==> config.mk <==
export PLATFORM = sky130hd
export DESIGN_NAME = pulse_peak_heart_rate
export DESIGN_NICKNAME = d
export VERILOG_FILES = /design/src/hdl/pphr_pkg.sv /design/src/hdl/pphr_div.sv /design/src/hdl/pphr_dp.sv /design/src/hdl/pphr_ctrl.sv /design/src/hdl/pulse_peak_heart_rate.sv
export SDC_FILE = /design/constraint.sdc
export NUM_CORES = 2
export LEC_CHECK = 0
export ABC_AREA = 1
export BUFFER_PORTS_ARGS = -buffer_cell sky130_fd_sc_hd__buf_2
export CAP_MARGIN = 20
export CORE_MARGIN = 1.5
export CORE_UTILIZATION = 68
export DETAILED_ROUTE_END_ITERATION = 8
export PLACE_DENSITY_LB_ADDON = 0.12
export SETUP_SLACK_MARGIN = 0.3
export SLEW_MARGIN = 10
export SYNTH_ARGS = -nofsm -noshare
export SYNTH_HDL_FRONTEND = slang
export SYNTH_SLANG_ARGS = --single-unit
==> constraint.sdc <==
create_clock -name clk -period 13.81 [get_ports clk]
set_input_delay 0.6905 -clock clk [delete_from_list [all_inputs] [get_ports clk]]
set_output_delay 0.6905 -clock clk [all_outputs]
set_load 0.02 [all_outputs]
==> src/hdl/pphr_pkg.sv <==
`timescale 1ns / 1ps

package pphr_pkg;

	// fixed field widths
	localparam int SAMPLE_W = 18;
	localparam int DIST_W   = 12;
	localparam int SPM_W    = 16;
	localparam int BPM_W    = 8;
	localparam int CFG_IDX_W = 1;
	localparam int CFG_DATA_W = 16;
	localparam int S_TDATA_W = 24;
	localparam int M_TDATA_W = 16;

	// default sizes
	localparam int RING_DEPTH_DEF     = 128;
	localparam int INTERVAL_SLOTS_DEF = 10;

	// register indexes
	localparam logic [CFG_IDX_W-1:0] CFG_MIN_DIST = 1'b0;
	localparam logic [CFG_IDX_W-1:0] CFG_SPM      = 1'b1;

	// register reset values
	localparam logic [DIST_W-1:0] MIN_DIST_RST = 12'd30;
	localparam logic [SPM_W-1:0]  SPM_RST      = 16'd6000;

	// rate limits and detection constants
	localparam logic [DIST_W-1:0] SINCE_MAX  = 12'd4095;
	localparam int                BPM_LOW    = 40;
	localparam int                BPM_HIGH   = 200;
	localparam int                AVG_NUM    = 11;
	localparam int                AVG_DEN    = 10;
	localparam logic [1:0]        PEAKS_NEED = 2'd3;

	// controller to datapath commands
	typedef struct packed {
		logic accept;
		logic upd;
		logic mul;
		logic peak;
		logic rng;
		logic div_start;
		logic load_out;
	} pphr_cmd_t;

	// datapath to controller status
	typedef struct packed {
		logic rate_zero;
		logic div_done;
		logic out_free;
	} pphr_status_t;

endpackage

==> src/hdl/pphr_div.sv <==
`timescale 1ns / 1ps

module pphr_div import pphr_pkg::*; #(
	parameter int NUM_W = 20,
	parameter int DEN_W = 16
) (
	input  logic             clk,
	input  logic             arst_n,
	input  logic             start,
	input  logic [NUM_W-1:0] num,
	input  logic [DEN_W-1:0] den,
	output logic [BPM_W-1:0] quotient,
	output logic             done
);

	localparam int CNT_W = $clog2(NUM_W + 1);

	logic [DEN_W-1:0] rem_q;
	logic [NUM_W-1:0] quo_q;
	logic [CNT_W-1:0] cnt_q;
	logic             busy_q;
	logic             done_q;
	logic [DEN_W:0]   trial;
	logic             fits;

	// one quotient bit per cycle, restoring
	always_comb begin
		trial = {rem_q, quo_q[NUM_W-1]};
		fits  = (trial >= {1'b0, den});
	end

	always_ff @(posedge clk or negedge arst_n) begin
		if (!arst_n) begin
			busy_q <= 1'b0;
			done_q <= 1'b0;
			cnt_q  <= '0;
		end else begin
			done_q <= 1'b0;
			if (start) begin
				busy_q <= 1'b1;
				cnt_q  <= CNT_W'(NUM_W);
			end else if (busy_q) begin
				cnt_q <= cnt_q - 1'b1;
				if (cnt_q == CNT_W'(1)) begin
					busy_q <= 1'b0;
					done_q <= 1'b1;
				end
			end
		end
	end

	// payload, no reset
	always_ff @(posedge clk) begin
		if (start) begin
			rem_q <= '0;
			quo_q <= num;
		end else if (busy_q) begin
			rem_q <= fits ? DEN_W'(trial - {1'b0, den}) : trial[DEN_W-1:0];
			quo_q <= {quo_q[NUM_W-2:0], fits};
		end
	end

	// rate is range checked before the divide, so it fits the low bits
	assign quotient = quo_q[BPM_W-1:0];
	assign done     = done_q;

endmodule

==> src/hdl/pphr_dp.sv <==
`timescale 1ns / 1ps

module pphr_dp import pphr_pkg::*; #(
	parameter int RING_DEPTH     = RING_DEPTH_DEF,
	parameter int INTERVAL_SLOTS = INTERVAL_SLOTS_DEF
) (
	input  logic                  clk,
	input  logic                  arst_n,
	input  pphr_cmd_t             cmd,
	output pphr_status_t          status,
	input  logic                  cfg_valid,
	input  logic [CFG_IDX_W-1:0]  cfg_index,
	input  logic [CFG_DATA_W-1:0] cfg_data,
	input  logic [SAMPLE_W-1:0]   ir_sample,
	output logic                  out_valid,
	input  logic                  out_ready,
	output logic [BPM_W-1:0]      beats_per_minute,
	output logic                  peak_found,
	output logic                  ring_ready
);

	localparam int WP_W   = $clog2(RING_DEPTH);
	localparam int SUM_W  = SAMPLE_W + $clog2(RING_DEPTH);
	localparam int CMP_W  = SUM_W + 4;
	localparam int POS_W  = (INTERVAL_SLOTS > 1) ? $clog2(INTERVAL_SLOTS) : 1;
	localparam int CNT_W  = $clog2(INTERVAL_SLOTS + 1);
	localparam int ISUM_W = DIST_W + CNT_W;
	localparam int NUM_W  = SPM_W + CNT_W;
	localparam int LIM_W  = ISUM_W + 8;
	localparam int RC_W   = (NUM_W > LIM_W) ? NUM_W : LIM_W;
	localparam int PEAK_K = AVG_DEN * RING_DEPTH;

	// configuration registers
	logic [DIST_W-1:0] min_dist_q;
	logic [SPM_W-1:0]  spm_q;

	// sample ring and detection state
	logic [SAMPLE_W-1:0] ring_mem [RING_DEPTH];
	logic [SAMPLE_W-1:0] sample_q;
	logic [SAMPLE_W-1:0] old_q;
	logic [SAMPLE_W-1:0] tap0_q, tap1_q, tap2_q;
	logic [SUM_W-1:0]    sum_q;
	logic [WP_W-1:0]     wp_q;
	logic                filled_q;
	logic [DIST_W-1:0]   since_q;
	logic                seen_q;
	logic [CMP_W-1:0]    lhs_q, rhs_q;
	logic                found_q;

	// interval ring
	logic [DIST_W-1:0]   ival_q [INTERVAL_SLOTS];
	logic [POS_W-1:0]    ipos_q;
	logic [ISUM_W-1:0]   isum_q;
	logic [CNT_W-1:0]    icnt_q;
	logic [1:0]          acc_q;

	// rate terms
	logic [NUM_W-1:0]    num_q;
	logic [LIM_W-1:0]    lo_q, hi_q;
	logic [BPM_W-1:0]    quotient;
	logic                div_done;

	// output register
	logic                out_valid_q;
	logic [BPM_W-1:0]    bpm_q;
	logic                peak_q;
	logic                ready_q;

	logic [SAMPLE_W-1:0] old_val;
	logic                is_peak;
	logic                take_ival;
	logic                rate_zero;

	assign old_val   = filled_q ? old_q : '0;
	assign is_peak   = filled_q && (tap1_q > tap2_q) && (tap1_q > tap0_q) && (lhs_q > rhs_q);
	assign take_ival = seen_q && (since_q >= min_dist_q);
	assign rate_zero = (acc_q < PEAKS_NEED) || (isum_q == '0)
		|| (RC_W'(num_q) < RC_W'(lo_q)) || (RC_W'(num_q) > RC_W'(hi_q));

	// configuration writes
	always_ff @(posedge clk or negedge arst_n) begin
		if (!arst_n) begin
			min_dist_q <= MIN_DIST_RST;
			spm_q      <= SPM_RST;
		end else if (cfg_valid) begin
			unique case (cfg_index)
				CFG_MIN_DIST: min_dist_q <= cfg_data[DIST_W-1:0];
				CFG_SPM:      spm_q      <= cfg_data[SPM_W-1:0];
				default:      ;
			endcase
		end
	end

	// sample memory, registered read of the entry about to be replaced
	always_ff @(posedge clk) begin
		if (cmd.accept) begin
			old_q <= ring_mem[wp_q];
		end
		if (cmd.upd) begin
			ring_mem[wp_q] <= sample_q;
		end
	end

	// item payload and peak products
	always_ff @(posedge clk) begin
		if (cmd.accept) begin
			sample_q <= ir_sample;
		end
		if (cmd.mul) begin
			lhs_q <= CMP_W'(tap1_q) * CMP_W'(PEAK_K);
			rhs_q <= CMP_W'(sum_q) * CMP_W'(AVG_NUM);
		end
		if (cmd.rng) begin
			num_q <= NUM_W'(spm_q) * NUM_W'(icnt_q);
			lo_q  <= LIM_W'(isum_q) * LIM_W'(BPM_LOW);
			hi_q  <= LIM_W'(isum_q) * LIM_W'(BPM_HIGH);
		end
	end

	// ring sum, write position and newest three samples
	always_ff @(posedge clk or negedge arst_n) begin
		if (!arst_n) begin
			sum_q    <= '0;
			wp_q     <= '0;
			filled_q <= 1'b0;
			tap0_q   <= '0;
			tap1_q   <= '0;
			tap2_q   <= '0;
		end else if (cmd.upd) begin
			sum_q  <= sum_q - SUM_W'(old_val) + SUM_W'(sample_q);
			tap0_q <= sample_q;
			tap1_q <= tap0_q;
			tap2_q <= tap1_q;
			if (wp_q == WP_W'(RING_DEPTH - 1)) begin
				wp_q     <= '0;
				filled_q <= 1'b1;
			end else begin
				wp_q <= wp_q + 1'b1;
			end
		end
	end

	// peak interval tracking
	always_ff @(posedge clk or negedge arst_n) begin
		if (!arst_n) begin
			since_q <= '0;
			seen_q  <= 1'b0;
			found_q <= 1'b0;
			ipos_q  <= '0;
			isum_q  <= '0;
			icnt_q  <= '0;
			acc_q   <= '0;
			for (int i = 0; i < INTERVAL_SLOTS; i++) begin
				ival_q[i] <= '0;
			end
		end else begin
			if (cmd.accept) begin
				found_q <= 1'b0;
			end
			if (cmd.upd && (since_q != SINCE_MAX)) begin
				since_q <= since_q + 1'b1;
			end
			if (cmd.peak && is_peak) begin
				seen_q  <= 1'b1;
				since_q <= '0;
				if (take_ival) begin
					found_q        <= 1'b1;
					isum_q         <= isum_q - ISUM_W'(ival_q[ipos_q]) + ISUM_W'(since_q);
					ival_q[ipos_q] <= since_q;
					if (ipos_q == POS_W'(INTERVAL_SLOTS - 1)) begin
						ipos_q <= '0;
					end else begin
						ipos_q <= ipos_q + 1'b1;
					end
					if (icnt_q != CNT_W'(INTERVAL_SLOTS)) begin
						icnt_q <= icnt_q + 1'b1;
					end
					if (acc_q != PEAKS_NEED) begin
						acc_q <= acc_q + 1'b1;
					end
				end
			end
		end
	end

	pphr_div #(
		.NUM_W (NUM_W),
		.DEN_W (ISUM_W)
	) u_div (
		.clk      (clk),
		.arst_n   (arst_n),
		.start    (cmd.div_start),
		.num      (num_q),
		.den      (isum_q),
		.quotient (quotient),
		.done     (div_done)
	);

	// output register parts the result from the next item
	always_ff @(posedge clk or negedge arst_n) begin
		if (!arst_n) begin
			out_valid_q <= 1'b0;
		end else if (cmd.load_out) begin
			out_valid_q <= 1'b1;
		end else if (out_ready) begin
			out_valid_q <= 1'b0;
		end
	end

	always_ff @(posedge clk) begin
		if (cmd.load_out) begin
			bpm_q   <= rate_zero ? '0 : quotient;
			peak_q  <= found_q;
			ready_q <= filled_q;
		end
	end

	assign status.rate_zero = rate_zero;
	assign status.div_done  = div_done;
	assign status.out_free  = !out_valid_q || out_ready;

	assign out_valid        = out_valid_q;
	assign beats_per_minute = bpm_q;
	assign peak_found       = peak_q;
	assign ring_ready       = ready_q;

`ifndef ASSERT_OFF
	a_found_counts: assert property (@(posedge clk) disable iff (!arst_n)
		found_q |-> (acc_q != '0) && (icnt_q != '0))
		else $error("interval flagged without an accepted peak");
	a_icnt_bound: assert property (@(posedge clk) disable iff (!arst_n)
		icnt_q <= CNT_W'(INTERVAL_SLOTS))
		else $error("interval count beyond slot count");
	a_found_filled: assert property (@(posedge clk) disable iff (!arst_n)
		found_q |-> filled_q)
		else $error("interval taken before the ring filled");
	a_since_clear: assert property (@(posedge clk) disable iff (!arst_n)
		(cmd.peak && is_peak) |=> (since_q == '0) && seen_q)
		else $error("peak did not restart the interval count");
`endif

endmodule

==> src/hdl/pphr_ctrl.sv <==
`timescale 1ns / 1ps

module pphr_ctrl import pphr_pkg::*; (
	input  logic         clk,
	input  logic         arst_n,
	input  logic         s_tvalid,
	output logic         s_tready,
	input  pphr_status_t status,
	output pphr_cmd_t    cmd
);

	localparam logic [2:0] ST_IDLE = 3'd0;
	localparam logic [2:0] ST_UPD  = 3'd1;
	localparam logic [2:0] ST_MUL  = 3'd2;
	localparam logic [2:0] ST_PEAK = 3'd3;
	localparam logic [2:0] ST_RNG  = 3'd4;
	localparam logic [2:0] ST_CHK  = 3'd5;
	localparam logic [2:0] ST_DIV  = 3'd6;
	localparam logic [2:0] ST_DONE = 3'd7;

	logic [2:0] state_q;
	logic [2:0] state_d;

	// next state and commands
	always_comb begin
		state_d = state_q;
		cmd     = '0;
		unique case (state_q)
			ST_IDLE: begin
				if (s_tvalid) begin
					cmd.accept = 1'b1;
					state_d    = ST_UPD;
				end
			end
			ST_UPD: begin
				cmd.upd = 1'b1;
				state_d = ST_MUL;
			end
			ST_MUL: begin
				cmd.mul = 1'b1;
				state_d = ST_PEAK;
			end
			ST_PEAK: begin
				cmd.peak = 1'b1;
				state_d  = ST_RNG;
			end
			ST_RNG: begin
				cmd.rng = 1'b1;
				state_d = ST_CHK;
			end
			ST_CHK: begin
				if (status.rate_zero) begin
					state_d = ST_DONE;
				end else begin
					cmd.div_start = 1'b1;
					state_d       = ST_DIV;
				end
			end
			ST_DIV: begin
				if (status.div_done) begin
					state_d = ST_DONE;
				end
			end
			ST_DONE: begin
				if (status.out_free) begin
					cmd.load_out = 1'b1;
					state_d      = ST_IDLE;
				end
			end
			default: state_d = ST_IDLE;
		endcase
	end

	always_ff @(posedge clk or negedge arst_n) begin
		if (!arst_n) begin
			state_q <= ST_IDLE;
		end else begin
			state_q <= state_d;
		end
	end

	assign s_tready = (state_q == ST_IDLE);

`ifndef ASSERT_OFF
	a_accept_upd: assert property (@(posedge clk) disable iff (!arst_n)
		(s_tvalid && s_tready) |=> (state_q == ST_UPD))
		else $error("accepted sample did not start the update");
	a_done_in_div: assert property (@(posedge clk) disable iff (!arst_n)
		status.div_done |-> (state_q == ST_DIV))
		else $error("divider finished outside the divide state");
	a_load_free: assert property (@(posedge clk) disable iff (!arst_n)
		cmd.load_out |-> status.out_free && (state_q == ST_DONE))
		else $error("result loaded over an untaken result");
`endif

endmodule

==> src/hdl/pulse_peak_heart_rate.sv <==
// each sample passes the accept, update, multiply, peak, range and check states,
//   then the 20-step bpm divider (one quotient bit per cycle) when a rate is computed
// a new sample is taken only after the result of the last one is loaded for output
// reset: arst_n clears control, sums, counters and the interval ring at once;
//   the sample ring is tracked by its write position, so no clearing pass runs
`timescale 1ns / 1ps

module pulse_peak_heart_rate import pphr_pkg::*; #(
	parameter int RING_DEPTH     = RING_DEPTH_DEF,
	parameter int INTERVAL_SLOTS = INTERVAL_SLOTS_DEF
) (
	input  logic                  clk,
	input  logic                  arst_n,
	input  logic                  s_tvalid,
	output logic                  s_tready,
	input  logic [S_TDATA_W-1:0]  s_tdata,   // [17:0] ir_sample
	output logic                  m_tvalid,
	input  logic                  m_tready,
	output logic [M_TDATA_W-1:0]  m_tdata,   // [7:0] beats_per_minute, [8] peak_found, [9] ring_ready
	input  logic                  cfg_valid,
	output logic                  cfg_ready,
	input  logic [CFG_IDX_W-1:0]  cfg_index,
	input  logic [CFG_DATA_W-1:0] cfg_data
);

	pphr_cmd_t         cmd;
	pphr_status_t      status;
	logic [BPM_W-1:0]  beats_per_minute;
	logic              peak_found;
	logic              ring_ready;

	assign cfg_ready = 1'b1;

	pphr_ctrl u_ctrl (
		.clk      (clk),
		.arst_n   (arst_n),
		.s_tvalid (s_tvalid),
		.s_tready (s_tready),
		.status   (status),
		.cmd      (cmd)
	);

	pphr_dp #(
		.RING_DEPTH     (RING_DEPTH),
		.INTERVAL_SLOTS (INTERVAL_SLOTS)
	) u_dp (
		.clk              (clk),
		.arst_n           (arst_n),
		.cmd              (cmd),
		.status           (status),
		.cfg_valid        (cfg_valid && cfg_ready),
		.cfg_index        (cfg_index),
		.cfg_data         (cfg_data),
		.ir_sample        (s_tdata[SAMPLE_W-1:0]),
		.out_valid        (m_tvalid),
		.out_ready        (m_tready),
		.beats_per_minute (beats_per_minute),
		.peak_found       (peak_found),
		.ring_ready       (ring_ready)
	);

	// pack result fields, zero padded
	assign m_tdata = {{(M_TDATA_W - BPM_W - 2){1'b0}}, ring_ready, peak_found, beats_per_minute};

endmodule

==> PnR_summary.wiki <==
{| class="wikitable"
! Metric !! Value
|-
| Final core area utilization || between 70% and 80%
|-
| Input/output buffers || 51
|-
| Final count of negative-setup-slack endpoints || 0
|-
| Overall overflow remaining after global route || 0
|-
| Overall routed net length || roughly 340000 um
|-
| Synth warnings || 0
|-
| Ratio of cells with drive above 1 in the final layout || roughly 7.7%
|-
| Number of enable flip-flop cells after synthesis || around 2.5k
|-
| Power, Total || about 17000 uW
|-
| DRT Pass-1 Iters || 8
|-
| Cell type with the largest total area after synthesis || sky130_fd_sc_hd__edfxtp_1
|-
| H-Tree Depth || 5
|-
| Proportion of power drawn by combinational gates || less than 1%
|-
| Post-synth top flop || sky130_fd_sc_hd__edfxtp_1
|-
| Effective utilization at floorplan || 68.6%
|-
| Share of the yosys chip area belonging to registers || 66.7%
|-
| Hold crit path type || in2reg
|-
| Number of maximum-capacitance violations || 0
|-
| Highest Clock Rate || 0.173 GHz
|-
| Antenna violations before repair || 15
|-
| Wire length on met2 || around 160000 um
|-
| Top-level I/O count || 65
|-
| Routability congestion estimate || 0.953
|-
| Min Clock Period, post-route || 5780 ps
|-
| Standard-cell rows || approximately 160
|-
| Number of standard cells after synthesis || 11.1k
|-
| Total clock sinks || about 2.8k
|-
| Final total negative setup slack || 0 ps
|-
| RSZ-0062 raised after global routing || false
|-
| Count of placed standard cells in the final layout, fillers left out || 13.8k
|-
| Critical path endpoint category || flip-flop
|-
| Avg Cell Area, Syn || roughly 11 um2
|-
| Largest cells by area after synthesis || sky130_fd_sc_hd__edfxtp_1 61%, sky130_fd_sc_hd__nand2_1 12%, sky130_fd_sc_hd__dfrtp_1 5.6%, sky130_fd_sc_hd__ha_1 3.7%, sky130_fd_sc_hd__a21oi_1 2.3%
|-
| Largest net degree at the start of global routing || 150
|-
| Routed vias || between 80k and 90k
|-
| Ranking of synthesized cells by instance count || 4003 x sky130_fd_sc_hd__nand2_1, 2478 x sky130_fd_sc_hd__edfxtp_1, 741 x sky130_fd_sc_hd__inv_1
|-
| Static leakage || about 0.054 uW
|-
| Count of unique library cells instantiated by Yosys || 56
|-
| Cell at the root of the clock tree || sky130_fd_sc_hd__clkbuf_16
|-
| Post-route DRC || 0
|-
| Worst Max-Slew Pin Slew || ~1300 ps
|-
| Proportion of power drawn by the clock network || ~45%
|-
| Post-detail-place hpwl || ~200000 um
|-
| Kind of start point of the critical path || flip-flop
|-
| Overall die area || approximately 0.18 mm2
|-
| Number of routed nets with antenna violations || 0
|-
| Clock tree from TritonCTS || built
|-
| Core region area || between 0.15 and 0.2 mm2
|-
| Clock latency at the later pin of the worst-skew pair || around 970 ps
|-
| Outcome || finished clean
|-
| Highest routed layer || met5
|-
| Final hold viol count || 0
|-
| Vias in the first global route || just over 80k
|-
| Share of synthesized registers carrying an async set or reset || approximately 10%
|-
| Vias/cell || between 6 and 7
|-
| Maximum fanout count along the critical path || between 60 and 70
|-
| Total track usage || a little under two fifths
|-
| Clock transition at path regs || 60 ps
|-
| Pint || 13500 uW
|-
| Net switching fraction of the power || between 10% and 20%
|-
| Floorplan die height || roughly 430 um
|-
| Crit Path Class || reg2reg
|-
| Setup skew after layout || 66.7 ps
|-
| Total met3 wirelength after detailed routing || about 43000 um
|-
| Peak ir drop on the vdd network || between 0.1 and 0.15 mV
|-
| Final period utilization || 41.9%
|-
| Number of buffers created by CTS || 291
|-
| Top cell type's share of synthesized area || about three fifths
|-
| Routed length on met1 || approximately 120000 um
|-
| Die outline width || roughly 430 um
|-
| Number of max-slew violations in the final report || 0
|-
| Total power density per cell area || approximately 120 mW/mm2
|-
| Most used standard cell by instance count after synthesis || sky130_fd_sc_hd__nand2_1
|-
| Synthesized area || ~0.12 mm2
|-
| Max_slew headroom || a little over a tenth
|-
| Critical path arrival || 6600 ps
|-
| Sequential share of power || between 50% and 60%
|-
| First-pass GRT wire length || slightly above 500000 um
|-
| Net count, final || around 12k
|-
| Switching pwr || about 3200 uW
|-
| Number of placed instances, taps included || 13.2k
|-
| Required time of the worst setup path || between 10000 and 15000 ps
|-
| Max clock buf depth || 4
|-
| WL per Instance || 24.9 um
|-
| Post-synthesis sequential element count || approximately 2.8k
|-
| Number of design-rule violations left by the first detailed-router iteration || between 10k and 15k
|-
| Area added between synthesis and finish || 10.6%
|}
[critical path: stages (launching register included)]
cell and delay (ps):
sky130_fd_sc_hd__dfrtp_4 700, sky130_fd_sc_hd__inv_6 550, sky130_fd_sc_hd__buf_4 600, sky130_fd_sc_hd__nand3_2 390
sky130_fd_sc_hd__inv_8 490, sky130_fd_sc_hd__buf_4 590, sky130_fd_sc_hd__buf_4 760, sky130_fd_sc_hd__nand2_1 100
sky130_fd_sc_hd__nand4_1 120, sky130_fd_sc_hd__o21ai_0 160, sky130_fd_sc_hd__a21oi_1 580, sky130_fd_sc_hd__nor2_1 340
sky130_fd_sc_hd__nand2_1 150
[stage by stage]
| stage | area, um2 | setup slack (ps) | hold slack (ps) |
|---|---|---|---|
| 2_1_floorplan | 123000 | 8810 | 395 |
| 3_3_place_gp | 126000 | 8320 | 427 |
| 3_5_place_dp | 126000 | 8330 | 443 |
| 4_1_cts | 135000 | 8310 | 0.387 |
| 5_1_grt | 136000 | 8100 | 32.2 |
| 6_report | 136000 | 8030 | 31.0 |
[cell usage in the layout, fill, tap and decap left out, drive strengths merged, types with 39 or more instances in the layout]
cell type,count
nand4,355
nor3,44
nand3b,45
xnor2,39
buf,303
nor2,513
a22oi,161
xor2,81
ha,363
inv,756
dfrtp,275
nand2,4007
clkbuf,374
edfxtp,2478
clkinv,104
fa,94
a21oi,563
nand3,250
o21ai,404
or2,42
[state kept, by name (all words and copies together) (netlist names), 7 cells and up]
| signal | count |
|---|---|
| u_dp.tap0_q | 18 |
| u_dp.sum_q | 25 |
| u_dp.ival_q | 120 |
| u_dp.lo_q | 19 |
| u_dp.isum_q | 16 |
| u_dp.num_q | 20 |
| u_dp.tap2_q | 18 |
| u_dp.beats_per_minute | 8 |
| u_dp.ring_mem | 2304 |
| u_dp.sample_q | 18 |
| u_dp.since_q | 12 |
| u_dp.lhs_q | 21 |
| u_dp.tap1_q | 18 |
| u_dp.u_div.quo_q | 20 |
| u_dp.rhs_q | 29 |
| u_dp.hi_q | 19 |
| u_dp.u_div.rem_q | 16 |
| u_dp.wp_q | 7 |
| u_dp.min_dist_q | 12 |
| u_dp.spm_q | 16 |
| u_dp.old_q | 18 |
[layer usage]
metal	vias to the layer above	global-route usage, %
li1	38128	-
met1	41234	48.3
met2	5750	58.5
met3	1108	7.92
met4	12	22.5
met5	-	0
[path summary, 6_finish.rpt]
path	start	cells past startpoint	to	slack (ps)
max	u_dp.wp_q[1]	12	u_dp.old_q[3]	8030
min in group asynchronous	arst_n	2	u_dp.ival_q[69]	510
max reg2reg	u_dp.wp_q[1]	12	u_dp.old_q[3]	8030
max in group asynchronous	arst_n	3	u_dp.u_div.cnt_q[3]	11740
min	cfg_data[14]	2	u_dp.spm_q[14]	30
min reg2reg	u_dp.found_q	0	u_dp.peak_found	470
[repair_timing]
item,4_1_cts,5_1_grt
endpoints found under the setup margin,0,0
hold buffers,21,0
buffers inserted,0,0
hold endpoints to repair,157,0
resized for setup,0,0
[cells by family (layout without fill, tap and decap cells)]
kind of cell | after synthesis | after routing | synth area share (%)
AOI/OAI and AO/OA | 1215 | 1215 | 5.46
xor gates and xnor gates | 120 | 120 | 0.856
adders and majority gates | 457 | 457 | 5.23
buffers and inverters | 1225 | 1585 | 4.22
DFF | 2780 | 2780 | 66.7
muxes | 4 | 4 | 0.0367
other | 2 | 10 | 0.00611
and+or+nand+nor | 5277 | 5277 | 17.5
[layout make-up]
type | count | area [um2]
Antenna cell | 3 | 7.51
Clock buffer | 373 | 7900
Clock inverter | 129 | 1130
Fill cell | 11108 | 43200
Inverter | 758 | 2890
Multi-Input combinational cell | 7080 | 36100
Sequential cell | 2780 | 81900
Tap cell | 2355 | 2950
Timing Repair Buffer | 325 | 3000
[power groups by stage]
stage	registers [uW]	logic, uW	clock network [uW]
2_1_floorplan	9230	20.3	0
3_3_place_gp	9230	48.1	0
3_5_place_dp	9230	50.6	0
4_1_cts	9060	55.7	7570
5_1_grt	9050	63.7	7890
6_report	9060	55.4	7560
Power figures use the tool's default switching activity.
